### config.mk
export PLATFORM = sky130hd
export DESIGN_NAME = path_bounds_and_hash
export DESIGN_NICKNAME = d
export VERILOG_FILES = /design/src/rtl/pbh_pkg.sv /design/src/rtl/path_bounds_and_hash.sv /design/src/rtl/pbh_ucode.sv /design/src/rtl/pbh_seq.sv /design/src/rtl/pbh_dp.sv
export SDC_FILE = /design/constraint.sdc
export NUM_CORES = 2
export LEC_CHECK = 0
export ABC_AREA = 1
export BUFFER_PORTS_ARGS = -buffer_cell sky130_fd_sc_hd__buf_2
export CORE_MARGIN = 2
export CORE_UTILIZATION = 30
export CTS_CLUSTER_SIZE = 30
export DETAILED_ROUTE_END_ITERATION = 7
export HOLD_SLACK_MARGIN = 0.03
export PLACE_DENSITY = 0.46
export SLEW_MARGIN = 20
export SYNTH_ARGS = -nofsm -noshare
export SYNTH_HDL_FRONTEND = slang
export SYNTH_SLANG_ARGS = --single-unit
### constraint.sdc
create_clock -name clock -period 19.67 [get_ports clock]
set_input_delay 4.9175 -clock clock [delete_from_list [all_inputs] [get_ports clock]]
set_output_delay 4.9175 -clock clock [all_outputs]
set_load 0.02 [all_outputs]
### src/rtl/pbh_pkg.sv
// Shared types, constants and helpers for the path bounds and hash block.
// Holds the control word layout, command codes, program addresses and saturation.
// No dependencies.
package pbh_pkg;

   localparam int WORD_WIDTH  = 32;
   localparam int COORD_WIDTH = 32;
   localparam int SUM_WIDTH   = WORD_WIDTH + 2;
   localparam int HASH_WIDTH  = 64;
   localparam int CODE_WIDTH  = 4;
   localparam int PC_WIDTH    = 6;
   localparam int WORD_COUNT  = 8;
   localparam int POINT_WORDS = 6;

   typedef logic [PC_WIDTH-1:0]   pc_type;
   typedef logic [CODE_WIDTH-1:0] code_type;

   localparam logic [HASH_WIDTH-1:0] GOLDEN_K  = 64'h9e37_79b9_7f4a_7c15;
   localparam logic [HASH_WIDTH-1:0] FNV_BASIS = 64'hcbf2_9ce4_8422_2325;

   localparam code_type CMD_SET_WINDING = 4'd0;
   localparam code_type CMD_MOVE        = 4'd1;
   localparam code_type CMD_LINE        = 4'd2;
   localparam code_type CMD_QUAD        = 4'd3;
   localparam code_type CMD_BEZIER      = 4'd4;
   localparam code_type CMD_ARC_TO      = 4'd5;
   localparam code_type CMD_ARC         = 4'd6;
   localparam code_type CMD_RECT        = 4'd7;
   localparam code_type CMD_CIRCLE      = 4'd8;
   localparam code_type CMD_ELLIPSE     = 4'd9;
   localparam code_type CMD_CLOSE       = 4'd10;
   localparam code_type CMD_CLEAR       = 4'd11;

   localparam pc_type A_CODE    = pc_type'(0);
   localparam pc_type A_WIND    = pc_type'(1);
   localparam pc_type A_NOWORDS = pc_type'(2);
   localparam pc_type A_LINE    = pc_type'(3);
   localparam pc_type A_QUAD    = pc_type'(5);
   localparam pc_type A_BEZIER  = pc_type'(9);
   localparam pc_type A_ARC_TO  = pc_type'(15);
   localparam pc_type A_ARC     = pc_type'(20);
   localparam pc_type A_RECT    = pc_type'(26);
   localparam pc_type A_CIRCLE  = pc_type'(34);
   localparam pc_type A_ELLIPSE = pc_type'(37);
   localparam pc_type A_CLEAR   = pc_type'(41);
   localparam pc_type A_NOP     = pc_type'(42);

   typedef enum logic [1:0] {
      HS_NONE,
      HS_CODE,
      HS_WIND,
      HS_WORD
   } hash_src_type;

   typedef enum logic [2:0] {
      PT_NONE,
      PT_W01,
      PT_W23,
      PT_W45,
      PT_CLO,
      PT_CHI,
      PT_SUM,
      PT_ELO
   } pt_op_type;

   typedef enum logic [1:0] {
      NX_SEQ,
      NX_BODY,
      NX_DONE
   } next_type;

   typedef struct packed {
      hash_src_type hash_src;
      logic [2:0]   word_sel;
      pt_op_type    pt_op;
      logic         mark;
      logic         clear;
      next_type     next;
   } ctrl_type;

   typedef struct packed {
      logic     capture;
      logic     step;
      logic     load_rsp;
      ctrl_type uc;
   } dp_ctrl_type;

   localparam logic signed [SUM_WIDTH-1:0] COORD_HI =
      $signed((SUM_WIDTH'(1) << (COORD_WIDTH - 1)) - SUM_WIDTH'(1));
   localparam logic signed [SUM_WIDTH-1:0] COORD_LO = -COORD_HI - $signed(SUM_WIDTH'(1));

   function automatic logic signed [SUM_WIDTH-1:0] ext_word(
      input logic signed [WORD_WIDTH-1:0] w);
      return {{(SUM_WIDTH - WORD_WIDTH){w[WORD_WIDTH-1]}}, w};
   endfunction

   function automatic logic signed [WORD_WIDTH-1:0] sat_coord(
      input logic signed [SUM_WIDTH-1:0] v);
      logic signed [SUM_WIDTH-1:0] r;
      if (v > COORD_HI) begin
         r = COORD_HI;
      end else if (v < COORD_LO) begin
         r = COORD_LO;
      end else begin
         r = v;
      end
      return r[WORD_WIDTH-1:0];
   endfunction

endpackage

### src/rtl/path_bounds_and_hash.sv
// Top level of the path bounds and hash block.
// Depends on pbh_pkg, pbh_ucode, pbh_seq and pbh_dp.
//
// Usage:
//   Request channel (req_*): one path command per word, with its code, winding
//   and eight Q16.16 data words. A word is taken when req_valid is high and
//   req_stall is low. Response channel (rsp_*): one word per command with the
//   running bounding box, the 64-bit content hash and the empty flag.
//   A microcoded sequencer runs one program step per cycle; the hash unit folds
//   at most one value per step (code, winding, then each data word the code counts)
//   and the box unit takes at most one bound point per step.
//   A command's program runs the code step, the winding step, then one step per
//   data word (one empty step for set_winding and close); clear runs a single
//   clearing step and codes twelve to fifteen a single empty step. A new command
//   can be taken from the cycle after the response is loaded.
//   Reset is synchronous, active high: the box clears to zero, the hash returns
//   to the FNV offset basis and no command is counted as seen; no response is pending.
//   When rsp_stall holds a response, the response register keeps its word and
//   the next command finishes its program and waits for the register to free.
module path_bounds_and_hash
   import pbh_pkg::*;
(
   input  logic                         clock,
   input  logic                         reset,
   input  logic                         req_valid,
   output logic                         req_stall,
   input  logic [CODE_WIDTH-1:0]        req_command,
   input  logic                         req_winding,
   input  logic signed [WORD_WIDTH-1:0] req_word0,
   input  logic signed [WORD_WIDTH-1:0] req_word1,
   input  logic signed [WORD_WIDTH-1:0] req_word2,
   input  logic signed [WORD_WIDTH-1:0] req_word3,
   input  logic signed [WORD_WIDTH-1:0] req_word4,
   input  logic signed [WORD_WIDTH-1:0] req_word5,
   input  logic signed [WORD_WIDTH-1:0] req_word6,
   input  logic signed [WORD_WIDTH-1:0] req_word7,
   output logic                         rsp_valid,
   input  logic                         rsp_stall,
   output logic signed [WORD_WIDTH-1:0] rsp_box_x,
   output logic signed [WORD_WIDTH-1:0] rsp_box_y,
   output logic [WORD_WIDTH-1:0]        rsp_box_width,
   output logic [WORD_WIDTH-1:0]        rsp_box_height,
   output logic [HASH_WIDTH-1:0]        rsp_content_hash,
   output logic                         rsp_is_empty
);

   pc_type      pc;
   ctrl_type    ctrl;
   dp_ctrl_type dc;

   pbh_ucode u_ucode (
      .pc   (pc),
      .ctrl (ctrl)
   );

   pbh_seq u_seq (
      .clock       (clock),
      .reset       (reset),
      .req_valid   (req_valid),
      .req_stall   (req_stall),
      .req_command (req_command),
      .rsp_valid   (rsp_valid),
      .rsp_stall   (rsp_stall),
      .ctrl        (ctrl),
      .pc          (pc),
      .dc          (dc)
   );

   pbh_dp u_dp (
      .clock            (clock),
      .reset            (reset),
      .dc               (dc),
      .req_command      (req_command),
      .req_winding      (req_winding),
      .req_word0        (req_word0),
      .req_word1        (req_word1),
      .req_word2        (req_word2),
      .req_word3        (req_word3),
      .req_word4        (req_word4),
      .req_word5        (req_word5),
      .req_word6        (req_word6),
      .req_word7        (req_word7),
      .rsp_box_x        (rsp_box_x),
      .rsp_box_y        (rsp_box_y),
      .rsp_box_width    (rsp_box_width),
      .rsp_box_height   (rsp_box_height),
      .rsp_content_hash (rsp_content_hash),
      .rsp_is_empty     (rsp_is_empty)
   );

endmodule

### src/rtl/pbh_ucode.sv
// Control store: one control word per program step, addressed by the step counter.
// Depends on pbh_pkg for the control word layout and program addresses.
module pbh_ucode
   import pbh_pkg::*;
(
   input  pc_type   pc,
   output ctrl_type ctrl
);

   function automatic ctrl_type cw(input hash_src_type hs, input logic [2:0] ws,
                                   input pt_op_type pt, input logic mk,
                                   input logic cl, input next_type nx);
      ctrl_type c;
      c.hash_src = hs;
      c.word_sel = ws;
      c.pt_op    = pt;
      c.mark     = mk;
      c.clear    = cl;
      c.next     = nx;
      return c;
   endfunction

   always_comb begin
      case (pc)
         // common prefix
         6'd0:  ctrl = cw(HS_CODE, 3'd0, PT_NONE, 1'b1, 1'b0, NX_SEQ);
         6'd1:  ctrl = cw(HS_WIND, 3'd0, PT_NONE, 1'b0, 1'b0, NX_BODY);
         // set_winding, close
         6'd2:  ctrl = cw(HS_NONE, 3'd0, PT_NONE, 1'b0, 1'b0, NX_DONE);
         // move, line
         6'd3:  ctrl = cw(HS_WORD, 3'd0, PT_W01,  1'b0, 1'b0, NX_SEQ);
         6'd4:  ctrl = cw(HS_WORD, 3'd1, PT_NONE, 1'b0, 1'b0, NX_DONE);
         // quad
         6'd5:  ctrl = cw(HS_WORD, 3'd0, PT_W01,  1'b0, 1'b0, NX_SEQ);
         6'd6:  ctrl = cw(HS_WORD, 3'd1, PT_W23,  1'b0, 1'b0, NX_SEQ);
         6'd7:  ctrl = cw(HS_WORD, 3'd2, PT_NONE, 1'b0, 1'b0, NX_SEQ);
         6'd8:  ctrl = cw(HS_WORD, 3'd3, PT_NONE, 1'b0, 1'b0, NX_DONE);
         // bezier
         6'd9:  ctrl = cw(HS_WORD, 3'd0, PT_W01,  1'b0, 1'b0, NX_SEQ);
         6'd10: ctrl = cw(HS_WORD, 3'd1, PT_W23,  1'b0, 1'b0, NX_SEQ);
         6'd11: ctrl = cw(HS_WORD, 3'd2, PT_W45,  1'b0, 1'b0, NX_SEQ);
         6'd12: ctrl = cw(HS_WORD, 3'd3, PT_NONE, 1'b0, 1'b0, NX_SEQ);
         6'd13: ctrl = cw(HS_WORD, 3'd4, PT_NONE, 1'b0, 1'b0, NX_SEQ);
         6'd14: ctrl = cw(HS_WORD, 3'd5, PT_NONE, 1'b0, 1'b0, NX_DONE);
         // arc_to
         6'd15: ctrl = cw(HS_WORD, 3'd0, PT_W01,  1'b0, 1'b0, NX_SEQ);
         6'd16: ctrl = cw(HS_WORD, 3'd1, PT_W23,  1'b0, 1'b0, NX_SEQ);
         6'd17: ctrl = cw(HS_WORD, 3'd2, PT_NONE, 1'b0, 1'b0, NX_SEQ);
         6'd18: ctrl = cw(HS_WORD, 3'd3, PT_NONE, 1'b0, 1'b0, NX_SEQ);
         6'd19: ctrl = cw(HS_WORD, 3'd4, PT_NONE, 1'b0, 1'b0, NX_DONE);
         // arc
         6'd20: ctrl = cw(HS_WORD, 3'd0, PT_CLO,  1'b0, 1'b0, NX_SEQ);
         6'd21: ctrl = cw(HS_WORD, 3'd1, PT_CHI,  1'b0, 1'b0, NX_SEQ);
         6'd22: ctrl = cw(HS_WORD, 3'd2, PT_NONE, 1'b0, 1'b0, NX_SEQ);
         6'd23: ctrl = cw(HS_WORD, 3'd3, PT_NONE, 1'b0, 1'b0, NX_SEQ);
         6'd24: ctrl = cw(HS_WORD, 3'd4, PT_NONE, 1'b0, 1'b0, NX_SEQ);
         6'd25: ctrl = cw(HS_WORD, 3'd5, PT_NONE, 1'b0, 1'b0, NX_DONE);
         // rect
         6'd26: ctrl = cw(HS_WORD, 3'd0, PT_W01,  1'b0, 1'b0, NX_SEQ);
         6'd27: ctrl = cw(HS_WORD, 3'd1, PT_SUM,  1'b0, 1'b0, NX_SEQ);
         6'd28: ctrl = cw(HS_WORD, 3'd2, PT_NONE, 1'b0, 1'b0, NX_SEQ);
         6'd29: ctrl = cw(HS_WORD, 3'd3, PT_NONE, 1'b0, 1'b0, NX_SEQ);
         6'd30: ctrl = cw(HS_WORD, 3'd4, PT_NONE, 1'b0, 1'b0, NX_SEQ);
         6'd31: ctrl = cw(HS_WORD, 3'd5, PT_NONE, 1'b0, 1'b0, NX_SEQ);
         6'd32: ctrl = cw(HS_WORD, 3'd6, PT_NONE, 1'b0, 1'b0, NX_SEQ);
         6'd33: ctrl = cw(HS_WORD, 3'd7, PT_NONE, 1'b0, 1'b0, NX_DONE);
         // circle
         6'd34: ctrl = cw(HS_WORD, 3'd0, PT_CLO,  1'b0, 1'b0, NX_SEQ);
         6'd35: ctrl = cw(HS_WORD, 3'd1, PT_CHI,  1'b0, 1'b0, NX_SEQ);
         6'd36: ctrl = cw(HS_WORD, 3'd2, PT_NONE, 1'b0, 1'b0, NX_DONE);
         // ellipse
         6'd37: ctrl = cw(HS_WORD, 3'd0, PT_ELO,  1'b0, 1'b0, NX_SEQ);
         6'd38: ctrl = cw(HS_WORD, 3'd1, PT_SUM,  1'b0, 1'b0, NX_SEQ);
         6'd39: ctrl = cw(HS_WORD, 3'd2, PT_NONE, 1'b0, 1'b0, NX_SEQ);
         6'd40: ctrl = cw(HS_WORD, 3'd3, PT_NONE, 1'b0, 1'b0, NX_DONE);
         // clear
         6'd41: ctrl = cw(HS_NONE, 3'd0, PT_NONE, 1'b0, 1'b1, NX_DONE);
         default: ctrl = cw(HS_NONE, 3'd0, PT_NONE, 1'b0, 1'b0, NX_DONE);
      endcase
   end

endmodule

### src/rtl/pbh_seq.sv
// Sequencer: step counter, dispatch jumps and the request/response handshake.
// Depends on pbh_pkg; reads control words from pbh_ucode, drives pbh_dp.
module pbh_seq
   import pbh_pkg::*;
(
   input  logic        clock,
   input  logic        reset,
   input  logic        req_valid,
   output logic        req_stall,
   input  code_type    req_command,
   output logic        rsp_valid,
   input  logic        rsp_stall,
   input  ctrl_type    ctrl,
   output pc_type      pc,
   output dp_ctrl_type dc
);

   typedef enum logic [1:0] {
      S_IDLE,
      S_RUN,
      S_EMIT
   } state_type;

   state_type state_ff, state_in;
   pc_type    pc_ff, pc_in;
   code_type  code_ff, code_in;
   logic      rsp_valid_ff, rsp_valid_in;
   logic      accept;
   logic      load;

   function automatic pc_type entry_addr(input code_type c);
      pc_type a;
      if (c == CMD_CLEAR) begin
         a = A_CLEAR;
      end else if (c > CMD_CLEAR) begin
         a = A_NOP;
      end else begin
         a = A_CODE;
      end
      return a;
   endfunction

   function automatic pc_type body_addr(input code_type c);
      pc_type a;
      case (c)
         CMD_SET_WINDING: a = A_NOWORDS;
         CMD_MOVE:        a = A_LINE;
         CMD_LINE:        a = A_LINE;
         CMD_QUAD:        a = A_QUAD;
         CMD_BEZIER:      a = A_BEZIER;
         CMD_ARC_TO:      a = A_ARC_TO;
         CMD_ARC:         a = A_ARC;
         CMD_RECT:        a = A_RECT;
         CMD_CIRCLE:      a = A_CIRCLE;
         CMD_ELLIPSE:     a = A_ELLIPSE;
         CMD_CLOSE:       a = A_NOWORDS;
         default:         a = A_NOP;
      endcase
      return a;
   endfunction

   assign req_stall = (state_ff != S_IDLE);
   assign accept    = req_valid && (state_ff == S_IDLE);
   assign load      = (state_ff == S_EMIT) && (!rsp_valid_ff || !rsp_stall);
   assign rsp_valid = rsp_valid_ff;
   assign pc        = pc_ff;

   always_comb begin
      dc.capture  = accept;
      dc.step     = (state_ff == S_RUN);
      dc.load_rsp = load;
      dc.uc       = ctrl;
   end

   always_comb begin
      state_in     = state_ff;
      pc_in        = pc_ff;
      code_in      = code_ff;
      rsp_valid_in = load || (rsp_valid_ff && rsp_stall);
      case (state_ff)
         S_IDLE: begin
            if (accept) begin
               pc_in    = entry_addr(req_command);
               code_in  = req_command;
               state_in = S_RUN;
            end
         end
         S_RUN: begin
            case (ctrl.next)
               NX_SEQ:  pc_in = pc_ff + pc_type'(1);
               NX_BODY: pc_in = body_addr(code_ff);
               default: state_in = S_EMIT;
            endcase
         end
         S_EMIT: begin
            if (load) begin
               state_in = S_IDLE;
            end
         end
         default: state_in = S_IDLE;
      endcase
   end

   always_ff @(posedge clock) begin
      if (reset) begin
         state_ff     <= S_IDLE;
         pc_ff        <= A_CODE;
         code_ff      <= CMD_SET_WINDING;
         rsp_valid_ff <= 1'b0;
      end else begin
         state_ff     <= state_in;
         pc_ff        <= pc_in;
         code_ff      <= code_in;
         rsp_valid_ff <= rsp_valid_in;
      end
   end

endmodule

### src/rtl/pbh_dp.sv
// Datapath: latched words, hash combine unit, box compare unit and response register.
// Depends on pbh_pkg; controlled by pbh_seq through dp_ctrl_type.
module pbh_dp
   import pbh_pkg::*;
(
   input  logic                         clock,
   input  logic                         reset,
   input  dp_ctrl_type                  dc,
   input  code_type                     req_command,
   input  logic                         req_winding,
   input  logic signed [WORD_WIDTH-1:0] req_word0,
   input  logic signed [WORD_WIDTH-1:0] req_word1,
   input  logic signed [WORD_WIDTH-1:0] req_word2,
   input  logic signed [WORD_WIDTH-1:0] req_word3,
   input  logic signed [WORD_WIDTH-1:0] req_word4,
   input  logic signed [WORD_WIDTH-1:0] req_word5,
   input  logic signed [WORD_WIDTH-1:0] req_word6,
   input  logic signed [WORD_WIDTH-1:0] req_word7,
   output logic signed [WORD_WIDTH-1:0] rsp_box_x,
   output logic signed [WORD_WIDTH-1:0] rsp_box_y,
   output logic [WORD_WIDTH-1:0]        rsp_box_width,
   output logic [WORD_WIDTH-1:0]        rsp_box_height,
   output logic [HASH_WIDTH-1:0]        rsp_content_hash,
   output logic                         rsp_is_empty
);

   logic signed [WORD_WIDTH-1:0] req_words [WORD_COUNT];
   logic [WORD_WIDTH-1:0]        raw_ff [WORD_COUNT];
   logic signed [WORD_WIDTH-1:0] sat_ff [POINT_WORDS];
   code_type                     code_ff;
   logic                         wind_ff;

   logic signed [WORD_WIDTH-1:0] least_x_ff, least_x_in, least_y_ff, least_y_in;
   logic signed [WORD_WIDTH-1:0] most_x_ff, most_x_in, most_y_ff, most_y_in;
   logic                         has_point_ff, has_point_in;
   logic                         has_cmd_ff, has_cmd_in;
   logic [HASH_WIDTH-1:0]        hash_ff, hash_in;

   logic signed [WORD_WIDTH-1:0] box_x_ff, box_y_ff;
   logic [WORD_WIDTH-1:0]        box_w_ff, box_h_ff;
   logic [HASH_WIDTH-1:0]        rsp_hash_ff;
   logic                         rsp_empty_ff;

   logic [HASH_WIDTH-1:0]        hash_val;
   logic signed [SUM_WIDTH-1:0]  px_wide, py_wide;
   logic signed [WORD_WIDTH-1:0] px, py;

   always_comb begin
      req_words[0] = req_word0;
      req_words[1] = req_word1;
      req_words[2] = req_word2;
      req_words[3] = req_word3;
      req_words[4] = req_word4;
      req_words[5] = req_word5;
      req_words[6] = req_word6;
      req_words[7] = req_word7;
   end

   always_comb begin
      case (dc.uc.hash_src)
         HS_CODE: hash_val = HASH_WIDTH'(code_ff);
         HS_WIND: hash_val = HASH_WIDTH'(wind_ff);
         HS_WORD: hash_val = HASH_WIDTH'(raw_ff[dc.uc.word_sel]);
         default: hash_val = '0;
      endcase
   end

   always_comb begin
      case (dc.uc.pt_op)
         PT_W01: begin
            px_wide = ext_word(sat_ff[0]);
            py_wide = ext_word(sat_ff[1]);
         end
         PT_W23: begin
            px_wide = ext_word(sat_ff[2]);
            py_wide = ext_word(sat_ff[3]);
         end
         PT_W45: begin
            px_wide = ext_word(sat_ff[4]);
            py_wide = ext_word(sat_ff[5]);
         end
         PT_CLO: begin
            px_wide = ext_word(sat_ff[0]) - ext_word(sat_ff[2]);
            py_wide = ext_word(sat_ff[1]) - ext_word(sat_ff[2]);
         end
         PT_CHI: begin
            px_wide = ext_word(sat_ff[0]) + ext_word(sat_ff[2]);
            py_wide = ext_word(sat_ff[1]) + ext_word(sat_ff[2]);
         end
         PT_SUM: begin
            px_wide = ext_word(sat_ff[0]) + ext_word(sat_ff[2]);
            py_wide = ext_word(sat_ff[1]) + ext_word(sat_ff[3]);
         end
         PT_ELO: begin
            px_wide = ext_word(sat_ff[0]) - ext_word(sat_ff[2]);
            py_wide = ext_word(sat_ff[1]) - ext_word(sat_ff[3]);
         end
         default: begin
            px_wide = '0;
            py_wide = '0;
         end
      endcase
      px = sat_coord(px_wide);
      py = sat_coord(py_wide);
   end

   always_comb begin
      least_x_in   = least_x_ff;
      least_y_in   = least_y_ff;
      most_x_in    = most_x_ff;
      most_y_in    = most_y_ff;
      has_point_in = has_point_ff;
      has_cmd_in   = has_cmd_ff;
      hash_in      = hash_ff;
      if (dc.step) begin
         if (dc.uc.clear) begin
            least_x_in   = '0;
            least_y_in   = '0;
            most_x_in    = '0;
            most_y_in    = '0;
            has_point_in = 1'b0;
            has_cmd_in   = 1'b0;
            hash_in      = FNV_BASIS;
         end else begin
            if (dc.uc.mark) begin
               has_cmd_in = 1'b1;
            end
            if (dc.uc.hash_src != HS_NONE) begin
               hash_in = hash_ff ^ (hash_val + GOLDEN_K + (hash_ff << 6) + (hash_ff >> 2));
            end
            if (dc.uc.pt_op != PT_NONE) begin
               has_point_in = 1'b1;
               if (!has_point_ff) begin
                  least_x_in = px;
                  most_x_in  = px;
                  least_y_in = py;
                  most_y_in  = py;
               end else begin
                  if (px < least_x_ff) least_x_in = px;
                  if (px > most_x_ff)  most_x_in  = px;
                  if (py < least_y_ff) least_y_in = py;
                  if (py > most_y_ff)  most_y_in  = py;
               end
            end
         end
      end
   end

   always_ff @(posedge clock) begin
      if (reset) begin
         least_x_ff   <= '0;
         least_y_ff   <= '0;
         most_x_ff    <= '0;
         most_y_ff    <= '0;
         has_point_ff <= 1'b0;
         has_cmd_ff   <= 1'b0;
         hash_ff      <= FNV_BASIS;
      end else begin
         least_x_ff   <= least_x_in;
         least_y_ff   <= least_y_in;
         most_x_ff    <= most_x_in;
         most_y_ff    <= most_y_in;
         has_point_ff <= has_point_in;
         has_cmd_ff   <= has_cmd_in;
         hash_ff      <= hash_in;
      end
   end

   always_ff @(posedge clock) begin
      if (dc.capture) begin
         code_ff <= req_command;
         wind_ff <= req_winding;
         for (int i = 0; i < WORD_COUNT; i++) begin
            raw_ff[i] <= req_words[i];
         end
         for (int i = 0; i < POINT_WORDS; i++) begin
            sat_ff[i] <= sat_coord(ext_word(req_words[i]));
         end
      end
      if (dc.load_rsp) begin
         if (has_point_ff) begin
            box_x_ff <= least_x_ff;
            box_y_ff <= least_y_ff;
            box_w_ff <= most_x_ff - least_x_ff;
            box_h_ff <= most_y_ff - least_y_ff;
         end else begin
            box_x_ff <= '0;
            box_y_ff <= '0;
            box_w_ff <= '0;
            box_h_ff <= '0;
         end
         rsp_hash_ff  <= hash_ff;
         rsp_empty_ff <= !has_cmd_ff;
      end
   end

   assign rsp_box_x        = box_x_ff;
   assign rsp_box_y        = box_y_ff;
   assign rsp_box_width    = box_w_ff;
   assign rsp_box_height   = box_h_ff;
   assign rsp_content_hash = rsp_hash_ff;
   assign rsp_is_empty     = rsp_empty_ff;

endmodule

==> results.toml <==
[run_status]
status = "complete, no violations"

[synthesis]
synth_area_mm2 = 0.0511
ys.flop_type = "edfxtp_1"
synth-compound-area-share_pct = 17.3
synthArstFlopShare_pct = 0
synth_xor_area_share_pct = 0.874
synth_simple_gate_area_share_pct = 15.0
yosysWarnings = 0
synth_area_leaders = "edfxtp_1 38%, ha_1 11%, dfxtp_1 8.8%, nand2_1 7.2%, a21oi_1 6.0%"
ys_seq_area_share_pct = 46.8
synth_top_family_by_area = "compound AO/OA/AOI/OAI gates"
ys_ff_latch = 871
syn-num-nets = 6672
muxShareOfSynthArea_pct = 0.0196
avgSynthCellArea_um2 = 8.60
synth_cell_types = 63
synth_top_cell_area_share_pct = 37.9
yosys.area_share.adder_pct = 11.7
yosysTopAreaCell = "edfxtp_1"
syn_inst = 5947
synth_edf_count = 646

[worst_setup_path]
worstPathArrival_ps = 10030
cpMostUsedCell = "nor2_1"
cp-end-kind = "flop"
start_kind = "flop"
critPathMaxFanout = 36
max_stage_delay_ps = 590
crit_type = "reg2reg"
crit_path_top_delay_cell = "o21ai_0"
critPathRequiredTime_ps = 20320
rrSetupSlack_ps = 10290

[clock_tree]
cts_tree = "done"
cts.path.max_buffers = 3
cts_buffers = 104
cts_hold_buf = 0
clk_pin_slew_ps = 60
root_buffer = "clkbuf_16"
worst_skew_pair.late_latency_ps = 780
cts_resized = 0
h-tree-depth = 3
postCtsSetupBuffers = 0
cts_sinks = 871

[sta]
finalClockSkew_ps = 58.2
tns_ps = 0
setup_viol_count_final = 0
fin_crit_sh_pct = 47.7
relSlewSlack_pct = 12.1
rsz0062_at_grt = "false"
min_period_ps = 9380
holdWs_ps = 428
hold_viol = 0
tightestPinTransition_ps = 1300
maxSlewViolCount = 0
fmax_ghz = 0.107

[detailed_routing]
drtIter0Drc = 2947
drc = 0
wl_mm = 198
wl_met2_mm = 100
routed-via-count = 42856
highest_layer = "met5"
drtPass1Iterations = 6
ant_nets = 0
post_drt_wl_per_cell_um = 23.3
vias_per_cell = 5.05
dr_wl_met3_mm = 7.23
wl_met1_mm = 82.4

[min_path]
hold_class = "reg2reg"

[grt]
grt_pass1_wl_mm = 285
grt_max_degree = 120
grt_pass1_vias = 41693
grtUsageTotal_pct = 22.3
grt_overflow = 0
antenna_found_initial = 42

[die]
die_area_mm2 = 0.174
die_y_um = 417
rows = 151
io_pins = 460
die_w_um = 417
start_util_pct = 30.2
core_area_mm2 = 0.169

[pwr]
p_per_area_mw_per_mm2 = 142
leakage_uw = 0.0249
irDropWorstVdd_v = 0.0000922

[finish]
nNetsFinal = 6900
final_area_mm2 = 0.0587
final_cells = 8490
syn_to_final_growth_pct = 14.8
drive_above_1_share_pct = 12.3

[placement]
placed_area_mm2 = 0.0552
hpwl_mm = 155
portBuffers = 459
routabilityCongestion = 0.954
dpl.cell_count = 8286

[flow_run]
drv_cap = 0
cell usage in the layout, fill, tap and decap left out, types with 8 or more instances in the layout:
cell type,n
nand3_1,229
fa_1,31
o21a_1,37
buf_2,459
o22ai_1,36
nand3b_1,8
nor2_1,491
buf_4,50
inv_2,24
nand2_1,978
o211ai_1,53
a21boi_0,9
a31oi_1,81
nor3_1,47
edfxtp_1,646
clkinv_2,20
clkbuf_1,12
o21ai_0,550
a211oi_1,15
or2_2,33
a21o_1,19
xor2_1,44
a21oi_1,609
inv_1,709
a22oi_1,25
clkbuf_16,105
dfxtp_1,221
o221ai_1,35
nand4_1,37
a221oi_1,20
clkinv_1,28
o21ai_1,28
ha_1,429
o2111ai_1,21
final cells by class:
class	count	area [µm²]
clock buffer	124	2770
inverter	740	2790
timing repair buffer	510	2700
tap	2218	2780
antenna	5	12.5
multi-input combinational	3948	23000
sequential	871	23900
clock inverter	74	691
fill	17719	111000
critical path, delay by kind of cell (launching register included):
kind	cells	cell delay, ps
and+or+nand+nor	23	3230
DFF	1	420
buffers and inverters	8	1430
adders and majority gates	2	600
AOI/OAI and AO/OA	18	3590
state kept, by name, indices dropped and copies added, names as in the netlist, 64 cells and up, named ones only:
register / count
u_dp.hash_ff: 64
u_dp.rsp_content_hash: 64
u_dp.sat_ff: 192
u_dp.raw_ff: 256
routing by layer:
layer	GRT usage, %	vias up
li1	-	20875
met1	27.0	20632
met2	40.0	1028
met3	2.65	303
met4	8.92	18
met5	0	-
metrics by stage:
step                      setup slack [ps]  power, µW  utilization (%)
final                                10290       8330             34.7
after floorplan                       4080       5180                -
after global routing                  9230       9010             34.7
after CTS                            10350       8380             34.6
after detailed placement             10440       6370             32.6
after global placement               10480       6360             32.6
worst paths after layout:
| check | end | from | cells past startpoint |
|---|---|---|---|
| worst max-delay path | u_dp.most_y_ff[16]$_SDFFE_PP0P_ | u_dp.sat_ff[3][1]$_SDFFCE_PN1P_ | 51 |
| worst max register to register | u_dp.most_y_ff[16]$_SDFFE_PP0P_ | u_dp.sat_ff[3][1]$_SDFFCE_PN1P_ | 51 |
| worst min-delay path | u_dp.rsp_content_hash[51]$_DFFE_PP_ | u_dp.hash_ff[51]$_SDFFE_PP0P_ | 0 |
| worst min register to register | u_dp.rsp_content_hash[51]$_DFFE_PP_ | u_dp.hash_ff[51]$_SDFFE_PP0P_ | 0 |
power by group:
group / internal (µW) / switching, µW
combinational: 1300 / 2660
sequential: 2220 / 199
clock: 1110 / 853
Yosys cell counts (33+ instances only):
library cell,n
a31oi_1,82
clkbuf_1,352
inv_1,715
a21oi_1,609
o22ai_1,36
edfxtp_1,646
nor3_1,47
xor2_1,44
or2_2,33
dfxtp_1,225
nand3_1,229
o221ai_1,35
ha_1,429
nand4_1,37
o211ai_1,53
o21ai_0,550
nand2_1,979
o21a_1,37
nor2_1,494
cells by family (layout without fill, tap and decap cells):
family          after synthesis  in the layout
other cells                   0              5
simple gates               1859           1859
buf+inv                    1128           1448
mux                           1              1
flops                       871            871
xor+xnor                     51             51
fa+ha+maj                   460            460
compound gates             1577           1577
Power figures use the tool's default switching activity.
